File: config.mk
export PLATFORM = sky130hd
export DESIGN_NAME = bir_locate
export DESIGN_NICKNAME = d
export VERILOG_FILES = /design/src/hw/rtl/bir_pkg.sv /design/src/hw/rtl/bir_locate.sv
export SDC_FILE = /design/constraint.sdc
export NUM_CORES = 1
export LEC_CHECK = 0
export BUFFER_PORTS_ARGS = -buffer_cell sky130_fd_sc_hd__buf_4
export CORE_ASPECT_RATIO = 0.8
export CORE_MARGIN = 2
export CORE_UTILIZATION = 46
export DETAILED_ROUTE_END_ITERATION = 12
export PLACE_DENSITY = 0.85
export SKIP_LAST_GASP = 1
export SLEW_MARGIN = 20
export SYNTH_ARGS = -nofsm -noshare
export SYNTH_HDL_FRONTEND = slang
export SYNTH_SLANG_ARGS = --single-unit
export TNS_END_PERCENT = 1
File: constraint.sdc
create_clock -name vclk -period 5
set_input_delay 0.75 -clock vclk [all_inputs]
set_output_delay 0.75 -clock vclk [all_outputs]
set_load 0.02 [all_outputs]
File: src/hw/rtl/bir_pkg.sv
package bir_pkg;

  // Fixed widths of the request fields and the registers
  localparam int COORD_W = 8;
  localparam int SIZE_W  = 9;
  localparam int STEP_W  = 25;
  localparam int POS_W   = COORD_W + STEP_W;
  localparam int CFG_IDX_W = 3;

  typedef enum logic {
    FUNC_STORE   = 1'b0,
    FUNC_COMPUTE = 1'b1
  } func_t;

  typedef enum logic [CFG_IDX_W-1:0] {
    REG_SOURCE_WIDTH  = 3'd0,
    REG_SOURCE_HEIGHT = 3'd1,
    REG_STEP_X        = 3'd2,
    REG_STEP_Y        = 3'd3
  } reg_idx_t;

  typedef struct packed {
    logic [7:0] red;
    logic [7:0] green;
    logic [7:0] blue;
  } pixel_t;

  // Corner order of the blend: top left, top right, bottom left, bottom right
  localparam int CORNERS = 4;
  localparam int CHANNELS = 3;

endpackage

File: src/hw/rtl/bir_locate.sv
module bir_locate
  import bir_pkg::*;
#(
  parameter int IDX_W = 8,
  parameter int FRAC_BITS = 16
) (
  input  logic [POS_W-1:0]     pos,
  input  logic [IDX_W-1:0]     last,
  output logic [IDX_W-1:0]     lo,
  output logic [IDX_W-1:0]     hi,
  output logic [FRAC_BITS-1:0] frac
);

  localparam int PW = POS_W - FRAC_BITS;
  localparam int CW = ((PW > IDX_W) ? PW : IDX_W) + 1;

  logic [PW-1:0] ip;
  logic [CW-1:0] ip_e;
  logic [CW-1:0] ip1_e;
  logic [CW-1:0] last_e;

  always_comb begin
    ip     = pos[POS_W-1:FRAC_BITS];
    frac   = pos[FRAC_BITS-1:0];
    ip_e   = CW'(ip);
    ip1_e  = ip_e + CW'(1);
    last_e = CW'(last);
    // clamp both neighbours to the last column or row
    lo = (ip_e > last_e) ? last : IDX_W'(ip_e);
    hi = (ip1_e > last_e) ? last : IDX_W'(ip1_e);
  end

endmodule

# Word level (Yosys, flattened, before mapping)
# Cells that the tools add are included.
# classes
add_sub_neg	1
n_lt_le_gt_ge	2
n_mux	2
# op_table
cell	n
adder 17 x 1 -> 18 bit, second input constant	1
greater-than comparator 18 x 8 -> 1 bit	1
greater-than comparator 17 x 8 -> 1 bit	1
two-way mux 8 bit	2
# totals
register_bits	0
in_bits	41
out_inout_bits	32
elab_cells	5

# Logic depth before layout (Yosys ltp)
# logic_depth
depth_word	3
depth_mapped	11
depth_no_buf	10

# Least setup slack after synthesis
# Ideal clock, no wire load.
# synth_path
path_type	input port to output port
startpoint	in pos[18]
endpoint	out hi[0]
t_arrival_ps	3385
slack_ps	865
cell_stages	11
path_buffers	1
path_cell_list	buf_2 > nand3_2 > nor2_1 > and3_1 > xor2_1 > ha_1 > a211o_1 > a2111oi_0 > o21ai_0 > nor4_4 > mux2i_1
# synth_between
elab_chain_len	3
# synth_lines
item	line_no	source
from (decl)	bir_locate.sv:7	input logic [POS_W-1:0] pos,
adder 17 x 1 -> 18 bit	bir_locate.sv:26	ip1_e = ip_e + CW'(1);
greater-than comparator 18 x 8 -> 1 bit	bir_locate.sv:30	hi = (ip1_e > last_e) ? last : IDX_W'(ip1_e);
two-way mux 8 bit	bir_locate.sv:30	
to (decl)	bir_locate.sv:10	output logic [IDX_W-1:0] hi,
# Every way passes these cells.

# Final worst setup path
# layout_path
startpoint	in pos[18]
endpoint	out hi[7]
# layout_between
elab_chain_len	3
# layout_lines
item	line_no
adder 17 x 1 -> 18 bit *	bir_locate.sv:26
greater-than comparator 18 x 8 -> 1 bit	bir_locate.sv:30
two-way mux 8 bit *	bir_locate.sv:30
# Every way passes the cells marked *; elsewhere a longest branch is shown, timed or not.

==> metrics.json <==
{
  "sta": {
    "final_period_utilization": 0.909,
    "rsz0062_at_grt": "no",
    "timing.final.setup_violations": 0,
    "worst-slew-pin-transition_ps": 1020,
    "final_max_slew_viol_count": 0,
    "maxClockFrequency_mhz": 220,
    "hold_viol": 0,
    "slew_headroom": 0.318,
    "period_needed_ps": 4540,
    "setup-tns-final_ps": 0
  },
  "power": {
    "total_power_w": 0.000128,
    "pwrdens_nw_per_um2": 92.8,
    "vdd_ir_drop_max_v": 0.0000534,
    "static-leakage-power_nw": 0.616
  },
  "floorplanning": {
    "initial_utilization": 0.483,
    "dieWidth_um": 60.4,
    "rows": 16,
    "overall_die_area_um2": 2970,
    "chipHeight_um": 49.1,
    "io_pins": 73,
    "coreArea_um2": 2420
  },
  "global_route": {
    "maximum_number_of_pins_on_one_net_before_global_route_repair": 17,
    "global_route.usage.total": 0.242,
    "number_of_antenna_violations_at_the_first_check_in_global_routing": 0,
    "grt.overflow.total": 0,
    "first_global_vias": 1300,
    "grt_first_pass_wirelength_um": 5770
  },
  "setup_path": {
    "arrival_ps": 3790,
    "critPathLaunchType": "input pin",
    "path_max_fanout": 8,
    "critical_path_required_ps": 4250,
    "worstSetupEndpointType": "primary output",
    "timing.setup.critical_path_class": "input pin to primary output"
  },
  "logic_synthesis": {
    "yosysUniqueCellTypes": 35,
    "syn-instance-count": 160,
    "net_count_of_the_mapped_netlist": 218,
    "synth.yosys.warnings": 0,
    "avgSynthCellArea_um2": 7.32,
    "synth_area_um2": 1170,
    "seq_area_frac_synth": 0
  },
  "clock_network": {
    "cts_setup_buffers": 0,
    "cts_repair_resize_count": 0,
    "ctsHoldBuffers": 0
  },
  "status": {
    "status": "completed"
  },
  "routing": {
    "drt-total-wl_um": 3600,
    "via_count": 1351,
    "postRouteAntennaNets": 0,
    "first_pass_iters": 7,
    "drt_iter0_drc": 63,
    "drt-wirelength-per-cell_um": 16.7,
    "drcViolationCount": 0,
    "vias_per_cell": 6.25
  },
  "finish": {
    "regArea_um2": 0,
    "layout-area-overhead-vs-synth_pct": 18.2,
    "clock_buffer_count": 0,
    "drive_gt1_frac": 0.294,
    "fin_nets": 240,
    "antenna_cells_inserted": 0,
    "design.seq.count": 0
  },
  "place": {
    "port_buffers": 41,
    "post-dp-hpwl_um": 2910,
    "gp_congestion": 1.05
  },
  "job": {
    "drv.max_cap_violation_count": 0
  },
  "hold_path": {
    "min-delay-path-class": "input pin to primary output"
  }
}
## critical path, cell delays in order
cell and delay (ps):
sky130_fd_sc_hd__buf_4 140, sky130_fd_sc_hd__nand3_2 150, sky130_fd_sc_hd__nor2_1 190, sky130_fd_sc_hd__and3_1 200
sky130_fd_sc_hd__xor2_1 190, sky130_fd_sc_hd__ha_1 290, sky130_fd_sc_hd__a211o_1 270, sky130_fd_sc_hd__a2111oi_0 260
sky130_fd_sc_hd__o21ai_0 210, sky130_fd_sc_hd__nor4_4 560, sky130_fd_sc_hd__mux2_2 410, sky130_fd_sc_hd__buf_4 160
## Yosys cell counts, types with 2 or more instances
cell type	number	share of area
sky130_fd_sc_hd__nor4_2	2	0.021
sky130_fd_sc_hd__buf_4	16	0.10
sky130_fd_sc_hd__xnor2_1	3	0.022
sky130_fd_sc_hd__inv_1	13	0.042
sky130_fd_sc_hd__a22oi_1	9	0.058
sky130_fd_sc_hd__xor2_1	3	0.022
sky130_fd_sc_hd__mux2i_1	4	0.034
sky130_fd_sc_hd__nand4_1	15	0.080
sky130_fd_sc_hd__ha_1	17	0.18
sky130_fd_sc_hd__o21ai_0	6	0.026
sky130_fd_sc_hd__o22ai_1	2	0.011
sky130_fd_sc_hd__nand2_1	5	0.016
sky130_fd_sc_hd__nor3_1	5	0.021
sky130_fd_sc_hd__and4_1	2	0.015
sky130_fd_sc_hd__clkbuf_1	4	0.013
sky130_fd_sc_hd__nor4_1	2	0.011
sky130_fd_sc_hd__nor2_1	8	0.026
sky130_fd_sc_hd__nand3_1	11	0.047
sky130_fd_sc_hd__mux2_2	7	0.067
sky130_fd_sc_hd__o21a_1	3	0.019
sky130_fd_sc_hd__a21oi_1	2	0.0085
sky130_fd_sc_hd__a211o_1	8	0.060
## per-layer routing
layer	track usage	vias to the layer above	wire (um)
li1	-	644	-
met1	0.329	620	1580
met2	0.413	75	1660
met3	0.0212	12	296
met4	0.0471	0	54
met5	0	-	0
## placed cells by master (no fill, tap or decap)
cell / count
sky130_fd_sc_hd__a2111oi_0: 1
sky130_fd_sc_hd__a211o_1: 8
sky130_fd_sc_hd__a211oi_1: 1
sky130_fd_sc_hd__a21o_1: 1
sky130_fd_sc_hd__a21oi_1: 2
sky130_fd_sc_hd__a22oi_1: 9
sky130_fd_sc_hd__and2_1: 1
sky130_fd_sc_hd__and3_1: 1
sky130_fd_sc_hd__and3b_4: 1
sky130_fd_sc_hd__and4_1: 2
sky130_fd_sc_hd__buf_4: 41
sky130_fd_sc_hd__ha_1: 17
sky130_fd_sc_hd__inv_1: 13
sky130_fd_sc_hd__mux2_2: 7
sky130_fd_sc_hd__mux2i_1: 4
sky130_fd_sc_hd__nand2_1: 5
sky130_fd_sc_hd__nand2b_1: 1
sky130_fd_sc_hd__nand3_1: 11
sky130_fd_sc_hd__nand3_2: 1
sky130_fd_sc_hd__nand4_1: 15
sky130_fd_sc_hd__nand4b_1: 1
sky130_fd_sc_hd__nor2_1: 8
sky130_fd_sc_hd__nor2b_1: 1
sky130_fd_sc_hd__nor3_1: 5
sky130_fd_sc_hd__nor4_1: 2
sky130_fd_sc_hd__nor4_2: 2
sky130_fd_sc_hd__nor4_4: 1
sky130_fd_sc_hd__o21a_1: 3
sky130_fd_sc_hd__o21ai_0: 6
sky130_fd_sc_hd__o22ai_1: 2
sky130_fd_sc_hd__or3_1: 1
sky130_fd_sc_hd__xnor2_1: 3
sky130_fd_sc_hd__xor2_1: 3
## per-stage QoR
stage                     area [um^2]   util  hold WS (ps)  std cells  setup WS (ps)
after CTS                        1380  0.571          1500        216            473
after detailed placement         1380  0.571          1500        216            489
after global routing             1380  0.571          1500        216            260
final                            1380  0.571          1500        216            457
after floorplan                  1170      -          1610        160            865
after global placement           1380  0.571          1500        216            631
## cell type report
type               count  area, um^2
well taps             36        45.0
fillers              240        1040
repair buffers        41         308
multi-input cells    126         982
inverters             13        48.8
## report_power, final
part	switching, W	internal, W
Clock	0	0
Sequential	0	0
Combinational	0.0000728	0.0000557
## worst paths after layout
path / start / to / slack, ps / cells after the start
worst max-delay path: pos[18] / hi[7] / 460 / 12
worst min-delay path: pos[0] / frac[0] / 1500 / 0
## kinds of logic after synthesis
family	count (synthesis)	share of synthesized area
XOR/XNOR	6	0.0449
multiplexers	11	0.102
buffers and inverters	34	0.161
AO/OA/AOI/OAI	33	0.202
AND/OR/NAND/NOR	59	0.309
adder cells (fa/ha/maj)	17	0.182
Note: power is estimated with default switching activity, not from simulation.
